**src/hw/rtl/amo_pkg.sv**
```systemverilog
// Shared types and operation codes for the atomic memory operation unit.
package amo_pkg;

   localparam logic [4:0] OP_ADD  = 5'b00000;
   localparam logic [4:0] OP_SWAP = 5'b00001;
   localparam logic [4:0] OP_LR   = 5'b00010;
   localparam logic [4:0] OP_SC   = 5'b00011;
   localparam logic [4:0] OP_XOR  = 5'b00100;
   localparam logic [4:0] OP_OR   = 5'b01000;
   localparam logic [4:0] OP_AND  = 5'b01100;
   localparam logic [4:0] OP_MIN  = 5'b10000;
   localparam logic [4:0] OP_MAX  = 5'b10100;
   localparam logic [4:0] OP_MINU = 5'b11000;
   localparam logic [4:0] OP_MAXU = 5'b11100;

   localparam logic [2:0] WIDTH_DOUBLE = 3'b011;

   typedef struct packed {
      logic [4:0]  cmd;
      logic [2:0]  width_sel;
      logic [63:0] address;
      logic [63:0] operand_value;
      logic [63:0] memory_preimage;
      logic        access_ok;
   } req_type;

   typedef struct packed {
      logic        illegal;
      logic        mem_write;
      logic        mem_write_wide;
      logic [63:0] mem_write_data;
      logic        rd_write;
      logic [63:0] rd_value;
   } rsp_type;

   typedef struct packed {
      logic        set;
      logic        clear;
      logic [63:0] address;
   } resv_upd_type;

endpackage

```
**src/hw/rtl/amo_alu.sv**
```systemverilog
// Combinational datapath: LR/SC reservation test and AMO combine for one request.
module amo_alu (
   input  amo_pkg::req_type      req,
   input  logic                  xlen_is_64,
   input  logic                  resv_valid,
   input  logic [63:0]           resv_address,
   output amo_pkg::rsp_type      rsp,
   output amo_pkg::resv_upd_type resv_upd
);

   logic        wide;
   logic [63:0] loaded;
   logic [63:0] opnd;
   logic [63:0] combined;
   logic [63:0] store_val;
   logic        sc_match;

   assign wide     = (req.width_sel == amo_pkg::WIDTH_DOUBLE);
   assign loaded   = wide ? req.memory_preimage
                          : {{32{req.memory_preimage[31]}}, req.memory_preimage[31:0]};
   assign opnd     = wide ? req.operand_value
                          : {{32{req.operand_value[31]}}, req.operand_value[31:0]};
   assign sc_match = resv_valid && (resv_address == req.address);

   always_comb begin
      case (req.cmd)
         amo_pkg::OP_SWAP: combined = opnd;
         amo_pkg::OP_ADD:  combined = loaded + opnd;
         amo_pkg::OP_XOR:  combined = loaded ^ opnd;
         amo_pkg::OP_AND:  combined = loaded & opnd;
         amo_pkg::OP_OR:   combined = loaded | opnd;
         amo_pkg::OP_MIN:  combined = ($signed(loaded) < $signed(opnd)) ? loaded : opnd;
         amo_pkg::OP_MAX:  combined = ($signed(opnd) < $signed(loaded)) ? loaded : opnd;
         amo_pkg::OP_MINU: combined = (loaded < opnd) ? loaded : opnd;
         amo_pkg::OP_MAXU: combined = (loaded > opnd) ? loaded : opnd;
         default:          combined = loaded;
      endcase
   end

   always_comb begin
      rsp              = '0;
      resv_upd.set     = 1'b0;
      resv_upd.clear   = 1'b0;
      resv_upd.address = req.address;
      store_val        = (req.cmd == amo_pkg::OP_SC) ? req.operand_value : combined;
      if (wide && !xlen_is_64) begin
         rsp.illegal = 1'b1;
      end else if (req.access_ok) begin
         rsp.rd_write = 1'b1;
         if (req.cmd == amo_pkg::OP_SC) begin
            resv_upd.clear = 1'b1;
            rsp.rd_value   = {63'd0, !sc_match};
            if (sc_match) begin
               rsp.mem_write      = 1'b1;
               rsp.mem_write_wide = wide;
               rsp.mem_write_data = wide ? store_val : {32'd0, store_val[31:0]};
            end
         end else begin
            rsp.rd_value = loaded;
            if (req.cmd == amo_pkg::OP_LR) begin
               resv_upd.set = 1'b1;
            end else begin
               rsp.mem_write      = 1'b1;
               rsp.mem_write_wide = wide;
               rsp.mem_write_data = wide ? store_val : {32'd0, store_val[31:0]};
            end
         end
      end
   end

endmodule

```
**src/hw/rtl/atomic_memory_op_unit_core.sv**
```systemverilog
// Top level of the atomic memory operation unit: request register, datapath, response register.
//
//  channel | direction | handshake            | payload
//  req     | in        | req_valid/req_ready  | cmd, width_sel, address, operand, preimage, ok
//  rsp     | out       | rsp_valid/rsp_ready  | illegal, mem write, rd write and value
//  csr     | in        | csr_write_enable     | xlen_is_64
//
// One request per cycle unless the response stalls; request register, then response register.
// The reservation is updated as a request moves into the response register.
// A stalled response holds; the request register still refills while the response drains.
// Synchronous active-high reset clears valids and the reservation and sets xlen_is_64.
module atomic_memory_op_unit_core (
   input  logic        clock,
   input  logic        reset,
   input  logic        csr_write_enable,
   input  logic        csr_write_data,
   input  logic        req_valid,
   output logic        req_ready,
   input  logic [4:0]  req_cmd,
   input  logic [2:0]  req_width_sel,
   input  logic [63:0] req_address,
   input  logic [63:0] req_operand_value,
   input  logic [63:0] req_memory_preimage,
   input  logic        req_access_ok,
   output logic        rsp_valid,
   input  logic        rsp_ready,
   output logic        rsp_illegal,
   output logic        rsp_mem_write,
   output logic        rsp_mem_write_wide,
   output logic [63:0] rsp_mem_write_data,
   output logic        rsp_rd_write,
   output logic [63:0] rsp_rd_value
);

   amo_pkg::req_type      req_ff;
   amo_pkg::req_type      req_in;
   logic                  req_valid_ff;
   amo_pkg::rsp_type      rsp_ff;
   amo_pkg::rsp_type      rsp_in;
   logic                  rsp_valid_ff;
   logic                  xlen_ff;
   logic                  resv_valid_ff;
   logic [63:0]           resv_address_ff;
   amo_pkg::resv_upd_type resv_upd;
   logic                  rsp_advance;
   logic                  req_fire;
   logic                  req_take;

   assign req_in.cmd             = req_cmd;
   assign req_in.width_sel       = req_width_sel;
   assign req_in.address         = req_address;
   assign req_in.operand_value   = req_operand_value;
   assign req_in.memory_preimage = req_memory_preimage;
   assign req_in.access_ok       = req_access_ok;

   assign rsp_advance = !rsp_valid_ff || rsp_ready;
   assign req_fire    = req_valid_ff && rsp_advance;
   assign req_ready   = !req_valid_ff || rsp_advance;
   assign req_take    = req_valid && req_ready;

   amo_alu u_alu (
      .req          (req_ff),
      .xlen_is_64   (xlen_ff),
      .resv_valid   (resv_valid_ff),
      .resv_address (resv_address_ff),
      .rsp          (rsp_in),
      .resv_upd     (resv_upd)
   );

   always_ff @(posedge clock) begin
      if (reset) begin
         req_valid_ff  <= 1'b0;
         rsp_valid_ff  <= 1'b0;
         xlen_ff       <= 1'b1;
         resv_valid_ff <= 1'b0;
      end else begin
         if (req_ready) begin
            req_valid_ff <= req_valid;
         end
         if (rsp_advance) begin
            rsp_valid_ff <= req_valid_ff;
         end
         if (csr_write_enable) begin
            xlen_ff <= csr_write_data;
         end
         if (req_fire && resv_upd.set) begin
            resv_valid_ff <= 1'b1;
         end else if (req_fire && resv_upd.clear) begin
            resv_valid_ff <= 1'b0;
         end
      end
   end

   always_ff @(posedge clock) begin
      if (reset) begin
         resv_address_ff <= '0;
      end else if (req_fire && resv_upd.set) begin
         resv_address_ff <= resv_upd.address;
      end
   end

   always_ff @(posedge clock) begin
      if (req_take) begin
         req_ff <= req_in;
      end
      if (req_fire) begin
         rsp_ff <= rsp_in;
      end
   end

   assign rsp_valid          = rsp_valid_ff;
   assign rsp_illegal        = rsp_ff.illegal;
   assign rsp_mem_write      = rsp_ff.mem_write;
   assign rsp_mem_write_wide = rsp_ff.mem_write_wide;
   assign rsp_mem_write_data = rsp_ff.mem_write_data;
   assign rsp_rd_write       = rsp_ff.rd_write;
   assign rsp_rd_value       = rsp_ff.rd_value;

endmodule

```
**config.mk**
```make
export PLATFORM = sky130hd
export DESIGN_NAME = atomic_memory_op_unit_core
export DESIGN_NICKNAME = d
export VERILOG_FILES = /design/src/hw/rtl/amo_pkg.sv /design/src/hw/rtl/amo_alu.sv /design/src/hw/rtl/atomic_memory_op_unit_core.sv
export SDC_FILE = /design/constraint.sdc
export NUM_CORES = 1
export LEC_CHECK = 0
export ABC_AREA = 1
export BUFFER_PORTS_ARGS = -buffer_cell sky130_fd_sc_hd__buf_4
export CELL_PAD_IN_SITES_DETAIL_PLACEMENT = 1
export CELL_PAD_IN_SITES_GLOBAL_PLACEMENT = 1
export CORE_MARGIN = 3
export CORE_UTILIZATION = 25
export CTS_CLUSTER_DIAMETER = 50
export DETAILED_ROUTE_END_ITERATION = 8
export PLACE_DENSITY_LB_ADDON = 0.08
export SYNTH_ARGS = -nofsm -noshare
export SYNTH_HDL_FRONTEND = slang
export SYNTH_SLANG_ARGS = --single-unit
export TNS_END_PERCENT = 20
```
**constraint.sdc**
```tcl
create_clock -name clock -period 6.8 [get_ports clock]
set_input_delay 1.36 -clock clock [delete_from_list [all_inputs] [get_ports clock]]
set_output_delay 1.36 -clock clock [all_outputs]
set_load 0.05 [all_outputs]
```
==> impl_metrics.py, run 1 <==
metrics = {
    "timing": {
        "fmax_ghz": 0.170,
        "fin_crit_ns": 5.89,
        "final_critical_path_setup_slack_ns": 0.915,
        "setup_viol": 0,
        "max_slew_margin_pct": 26.6,
        "fin_setup_tns_ns": 0,
        "hold_viol_final": 0,
        "rsz0062_at_grt": "no",
        "slew_viol_final": 0,
        "tightest_slew_ns": 1.10,
        "min_period_over_period_pct": 86.5,
        "fin_skew_ns": 0.0360,
    },
    "global_route": {
        "grt_max_degree": 91,
        "gr-usage-met1_pct": 30.9,
        "grt_pass1_wl_mm": 208,
        "grt_pass1_vias": 30300,
        "met2_usage_pct": 37.6,
        "grt.met3_usage_pct": 4.10,
        "grt.total_usage_pct": 22.7,
        "top_usage_layer": "met2",
        "overflow": 0,
        "antenna_found_initial": 7,
    },
    "placed_design": {
        "dp.final_hpwl_mm": 105,
        "gp_congestion": 0.916,
        "pre_cts_ws_ns": 0.866,
        "portBuffers": 340,
    },
    "clock_tree": {
        "htree_levels": 3,
        "numCtsBuffers": 67,
        "cts_setup_buffers": 0,
        "cts_sinks": 401,
        "clk_pin_slew_ns": 0.05,
        "hold_buffers": 0,
        "cts_tree": "yes",
        "clkLatencyLatePin_ns": 0.65,
        "cts_max_path_buffers": 3,
        "cts_resized": 0,
        "root_buffer": "clkbuf_16",
    },
    "synth": {
        "synth_top_area_share_pct": 34.1,
        "syn_inst": 4022,
        "syn_nets": 4422,
        "synth.area.top_cells": "edfxtp_1 34%, nand2_1 11%, ha_1 8.2%, nand3_1 8.2%, inv_1 6.0%",
        "synth_ff_type": "edfxtp_1",
        "yosys.area.top_type": "edfxtp_1",
        "synth_common_cells": "824 x nand2_1, 480 x nand3_1, 473 x inv_1, 432 x nor2_1, 333 x edfxtp_1",
        "ys_seq_area_share_pct": 38.7,
        "synth_most_common_cell": "nand2_1",
        "yosys_register_bits": 401,
        "synthArstFlopShare_pct": 0,
        "synth_edf_count": 333,
        "postSynthAreaPerCell_sq_um": 7.30,
        "syn_area_sq_um": 29400,
        "yosysWarningCount": 0,
        "ys_types": 52,
    },
    "setup_path": {
        "cp_slowest_cell": "nand2_1",
        "critical_path_arrival_ns": 6.36,
        "slowest_delay_ns": 0.51,
        "worstPathCellList": "inv_1, nand2_1, buf_4, o21ai_1, inv_1, ha_1, inv_1, nand4_1, nor2_1, nand4_1, and2b_1, nand2_2, nand2_4, nand2_4, nand2_4, nand2_2, buf_12, nand2_1, nand3_1, nand3_1, nand2_1, a21oi_1",
        "r2r_end": "rsp_mem_write_data[38]",
        "end_kind": "flip-flop",
        "r2r_start": "req_ff[32]",
        "path_class": "reg2reg",
        "r2r_setup_slack_ns": 0.91,
        "r2r_cells": 22,
        "cp-start-kind": "flip-flop",
        "critPathMaxFanout": 39,
        "critPathRequiredTime_ns": 7.27,
    },
    "pwr": {
        "power.leakage_uw": 0.0150,
        "p_per_area_nw_per_um2": 238,
        "peakVddDrop_mv": 0.203,
    },
    "die": {
        "die_area_sq_um": 122000,
        "start_util_pct": 25.2,
        "ios": 341,
        "rows": 125,
        "die_x_um": 349,
        "coreArea_sq_um": 116000,
        "die_h_um": 349,
    },
    "detailed_routing": {
        "drt_first_pass_iters": 5,
        "via_per_inst": 5.02,
        "drtIter0Drc": 2083,
        "routed_wl_mm": 142,
        "drc": 0,
        "vias": 29600,
        "avgRoutedWirePerCell_um": 24.0,
        "ant_nets": 0,
    },
    "cells_and_area": {
        "utilization_pct": 31.1,
        "layout.nets": 4711,
        "fillers": 14200,
        "areaGrowthSynthToFinish_pct": 23.1,
        "drive_above_1_share_pct": 13.2,
    },
    "outcome": {
        "status": "finished clean",
    },
    "worst_hold_path": {
        "whs_endpoint": "resv_address_ff[22]",
        "hp-class": "reg2reg",
        "min_path_cells": 2,
        "hold_path_startpoint": "resv_address_ff[22]",
    },
    "job": {
        "drv_cap": 0,
    },
}
==> flip-flops by register name, indices dropped and copies added (netlist names) <==
register and count:
req_ff 201, req_valid_ff 1, resv_address_ff 64, resv_valid_ff 1
rsp_illegal 1, rsp_mem_write 1, rsp_mem_write_data 64, rsp_mem_write_wide 1
rsp_rd_value 64, rsp_rd_write 1, rsp_valid 1, xlen_ff 1
==> where the power goes <==
group,internal [uW],leakage [uW],switching [uW]
clock network,2190,0.00111,1350
logic,600,0.0102,1570
registers,2810,0.00375,91.5
==> stage by stage <==
| stage | area [sq um] | hold WS [ns] | power, uW | std cells |
|---|---|---|---|---|
| 2_1_floorplan | 29400 | 0.429 | 4200 | 4022 |
| 3_3_place_gp | 33800 | 0.444 | 5110 | 5766 |
| 3_5_place_dp | 33800 | 0.449 | 5120 | 5766 |
| 4_1_cts | 36100 | 0.457 | 8740 | 5889 |
| 5_1_grt | 36100 | 0.471 | 9050 | 5889 |
| 6_report | 36100 | 0.455 | 8610 | 5894 |
==> worst max-delay path: cells and delay by family (launching register included) <==
kind            cells  cell delay, ns
compound gates      2            0.43
fa+ha+maj           1            0.44
buf+inv             5            1.32
flops               1            0.43
simple gates       14            2.98
==> routing by layer <==
metal	up-vias	wire, um
met5	-	34
met4	4	2690
met3	146	7250
met2	674	65800
met1	14600	65800
li1	14200	-
==> layout by cell type, fill, tap and decap left out, types with 7 or more instances in the layout <==
master / netlist / final
a2111oi_0: 8 / 8
a211oi_1: 44 / 44
a21boi_0: 8 / 8
a21o_1: 8 / 8
a21oi_1: 315 / 315
a221oi_1: 12 / 12
a31oi_1: 11 / 11
buf_12: 0 / 9
buf_4: 2 / 414
bufinv_16: 0 / 7
clkbuf_1: 152 / 9
clkbuf_16: 0 / 70
clkinv_1: 5 / 9
dfxtp_1: 68 / 68
edfxtp_1: 333 / 333
ha_1: 192 / 192
inv_1: 473 / 469
inv_2: 4 / 9
inv_6: 0 / 8
nand2_1: 824 / 821
nand3_1: 480 / 478
nand4_1: 58 / 58
nor2_1: 432 / 427
nor3_1: 25 / 24
o2111ai_1: 7 / 7
o211ai_1: 44 / 44
o21a_1: 7 / 7
o21ai_0: 278 / 277
o21ai_1: 59 / 59
o221ai_1: 8 / 8
o22ai_1: 34 / 34
or2_2: 8 / 8
xnor2_1: 9 / 9
xor2_1: 19 / 19
==> cell type report <==
cell class                      instances  area, sq um  area share [%]
Antenna cell                            5         12.5          0.0346
Clock buffer                           80         1800            4.98
Clock inverter                         43          502            1.39
Inverter                              482         1820            5.04
Multi-Input combinational cell       2936        15500            42.8
Sequential cell                       401        11400            31.4
Tap cell                             1524         1910            5.27
Timing Repair Buffer                  423         3290            9.10
==> worst max-delay path by stage <==
stage	startpoint	to	slack (ns)	depth (start not counted)
global route	req_ff[32]	rsp_mem_write_data[63]	0.51	21
floorplan	rsp_ready	req_ff[0]	0.43	4
detailed placement	req_ff[32]	rsp_mem_write_data[38]	0.87	22
global placement	req_ff[32]	rsp_mem_write_data[40]	1.02	21
CTS	req_ff[32]	rsp_mem_write_data[38]	0.85	22
finish	req_ff[32]	rsp_mem_write_data[38]	0.91	22
==> logic make-up after synthesis <==
family	count (synthesis)	synth area share, %
adder cells (fa/ha/maj)	193	8.25
AND/OR/NAND/NOR	1858	26.9
buffers and inverters	685	8.99
flip-flops	401	38.7
XOR/XNOR	28	0.835
AO/OA/AOI/OAI	857	16.4
No activity file was read; power rests on OpenSTA's default activity.
==> inputs of run 2 (changes only) <==
SYNTH_HIERARCHICAL = 1   (was default)
==> impl_metrics.py, run 2 <==
metrics = {
    "timing": {
        "min_period_over_period_pct": 92.1,
        "setup_viol": 0,
        "fin_crit_ns": 6.26,
        "fmax_ghz": 0.160,
        "hold_viol_final": 0,
        "tightest_slew_ns": 0.933,
        "max_slew_margin_pct": 37.8,
        "rsz0062_at_grt": "no",
        "slew_viol_final": 0,
        "fin_setup_tns_ns": 0,
        "fin_skew_ns": 0.0377,
    },
    "job": {
        "drv_cap": 0,
    },
    "detailed_routing": {
        "routed_wl_mm": 149,
        "vias": 30800,
        "via_per_inst": 4.82,
        "drt_first_pass_iters": 5,
        "ant_nets": 0,
        "avgRoutedWirePerCell_um": 23.3,
        "drc": 0,
        "drtIter0Drc": 1703,
    },
    "die": {
        "die_h_um": 362,
        "ios": 341,
        "coreArea_sq_um": 125000,
        "die_area_sq_um": 131000,
        "start_util_pct": 25.4,
        "rows": 129,
        "die_x_um": 362,
    },
    "synth": {
        "syn_inst": 4434,
        "synth_common_cells": "1106 x nand2_1, 564 x nor2_1, 512 x nand3_1, 443 x inv_1, 333 x edfxtp_1",
        "yosys.area.top_type": "edfxtp_1",
        "synth_most_common_cell": "nand2_1",
        "ys_types": 52,
        "synth.area.top_cells": "edfxtp_1 32%, nand2_1 13%, ha_1 10%, nand3_1 8.1%, nor2_1 6.7%",
        "yosysWarningCount": 6,
        "postSynthAreaPerCell_sq_um": 7.15,
        "synth_top_area_share_pct": 31.6,
        "synthArstFlopShare_pct": 0,
        "syn_area_sq_um": 31700,
        "synth_edf_count": 333,
        "syn_nets": 4900,
        "ys_seq_area_share_pct": 35.9,
        "yosys_register_bits": 401,
        "synth_ff_type": "edfxtp_1",
    },
    "setup_path": {
        "slowest_delay_ns": 0.67,
        "path_delay_family": "simple AND/OR/NAND/NOR gates",
        "end_kind": "flip-flop",
        "cp-start-kind": "flip-flop",
        "r2r_start": "req_ff[195]",
        "critical_path_arrival_ns": 6.67,
        "cp.depth": 20,
        "critPathRequiredTime_ns": 7.21,
        "cp_slowest_cell": "nand3b_1",
        "cp-startpoint": "req_ff[195]",
        "cp_common_cell": "nand2_1",
        "r2r_cells": 20,
        "path_class": "reg2reg",
        "worstPathCellList": "nand3b_1, buf_12, o21ai_0, inv_1, ha_1, nor2_1, nand3_1, nor2_2, nand3_2, nor2_2, nand2_1, nand2_1, nand2_1, nand2_2, buf_12, nand2_1, nand3_1, nand2_1, o21ai_1, a21oi_1",
        "critical_path_buf_inv_count": 3,
        "critPathMaxFanout": 32,
    },
    "clock_tree": {
        "hold_buffers": 0,
        "root_buffer": "clkbuf_16",
        "clkLatencyLatePin_ns": 0.69,
        "cts_max_path_buffers": 3,
        "cts_sinks": 401,
        "htree_levels": 3,
        "cts_resized": 0,
        "numCtsBuffers": 71,
        "clk_pin_slew_ns": 0.05,
        "cts_tree": "yes",
        "cts_setup_buffers": 0,
    },
    "pwr": {
        "peakVddDrop_mv": 0.199,
        "p_per_area_nw_per_um2": 235,
        "power.leakage_uw": 0.0169,
    },
    "global_route": {
        "antenna_found_initial": 3,
        "grt_max_degree": 84,
        "grt_pass1_vias": 32600,
        "grt.total_usage_pct": 22.2,
        "overflow": 0,
        "grt_pass1_wl_mm": 220,
    },
    "cells_and_area": {
        "layout_commonest_cell": "nand2_1",
        "drive_above_1_share_pct": 13.2,
        "top_register": "req_ff",
        "largest_register_ffs": 201,
        "layout_common_cells": "1104 x nand2_1, 559 x nor2_1, 512 x nand3_1",
        "layout.nets": 5155,
        "stdcell_count": 6386,
        "areaGrowthSynthToFinish_pct": 20.9,
        "fillers": 15200,
    },
    "worst_hold_path": {
        "hp-class": "reg2reg",
        "hold_path_startpoint": "resv_valid_ff",
        "min_path_cells": 2,
    },
    "placed_design": {
        "gp_congestion": 0.901,
        "place_inst": 6253,
        "dp.final_hpwl_mm": 111,
        "portBuffers": 340,
    },
    "outcome": {
        "status": "finished clean",
    },
}
## run 2: cell types whose count changed in the layout (fill, tap and decap cells not counted), sizes merged, moves of 9 or more
cell,delta
o22ai,-9
nor2,+133
a21oi,-70
or2,+9
nand2,+285
nand3,+34
o21ai,-24
a31oi,-10
xnor2,+13
nand4,-18
inv,-26
o211ai,-34
buf,+20
ha,+66
## run 2: cell type report
class,instances,area (sq um),share of cell area (%)
inverter,459,1730,4.53
tap,1637,2050,5.35
antenna,2,5.00,0.0131
clock buffer,82,1870,4.88
timing repair buffer,443,3450,9.01
sequential,401,11400,29.7
clock inverter,49,644,1.68
multi-input combinational,3313,17200,44.9
## run 2: logic make-up (layout without fill, tap and decap cells)
kind of cell / after synthesis / count (layout) / share of synthesized area (%)
simple gates: 2311 / 2311 / 30.4
fa+ha+maj: 259 / 259 / 10.3
xor+xnor: 49 / 49 / 1.35
flops: 401 / 401 / 35.9
compound gates: 694 / 694 / 12.1
buf+inv: 720 / 1033 / 10.0
other cells: 0 / 2 / 0
## run 2: worst paths after layout
path	to	slack [ns]
hold / removal	resv_valid_ff	0.47
hold reg to reg	resv_valid_ff	0.47
setup reg to reg	rsp_mem_write_data[56]	0.54
setup / recovery	rsp_mem_write_data[56]	0.54
## run 2: stage by stage
stage                     utilization, %  area (sq um)  setup slack, ns  hold slack [ns]  power (uW)
after CTS                           30.7         38300            0.653            0.478        9160
after floorplan                        -         31700            0.425            0.434        4340
after global placement              28.7         35800            0.601            0.468        5280
after detailed placement            28.7         35800            0.653            0.467        5290
after global routing                30.7         38300            0.177            0.502        9480
final                               30.7         38300            0.540            0.471        9010
## run 2: per-layer routing
layer | vias up | share of wire [%] | track usage (%)
met3 | 141 | 3.5 | 3.22
met5 | - | 0.013 | 0
met4 | 2 | 1.9 | 4.81
met2 | 544 | 50 | 39.9
met1 | 15000 | 44 | 28.2
li1 | 15100 | - | -
## run 2: worst reg2reg max path, cell delays in order (launching register included)
cell	delay (ns)
edfxtp_1	0.35
nand3b_1	0.67
buf_12	0.43
o21ai_0	0.67
inv_1	0.27
ha_1	0.47
nor2_1	0.22
nand3_1	0.15
nor2_2	0.25
nand3_2	0.20
nor2_2	0.21
nand2_1	0.18
nand2_1	0.23
nand2_1	0.29
nand2_2	0.63
buf_12	0.28
nand2_1	0.12
nand3_1	0.10
nand2_1	0.08
o21ai_1	0.13
a21oi_1	0.07
## run 2: report_power, final
group / switching (uW) / total (uW) / internal [uW]
Sequential: 88.5 / 2890 / 2800
Combinational: 1700 / 2350 / 649
Clock: 1430 / 3760 / 2330
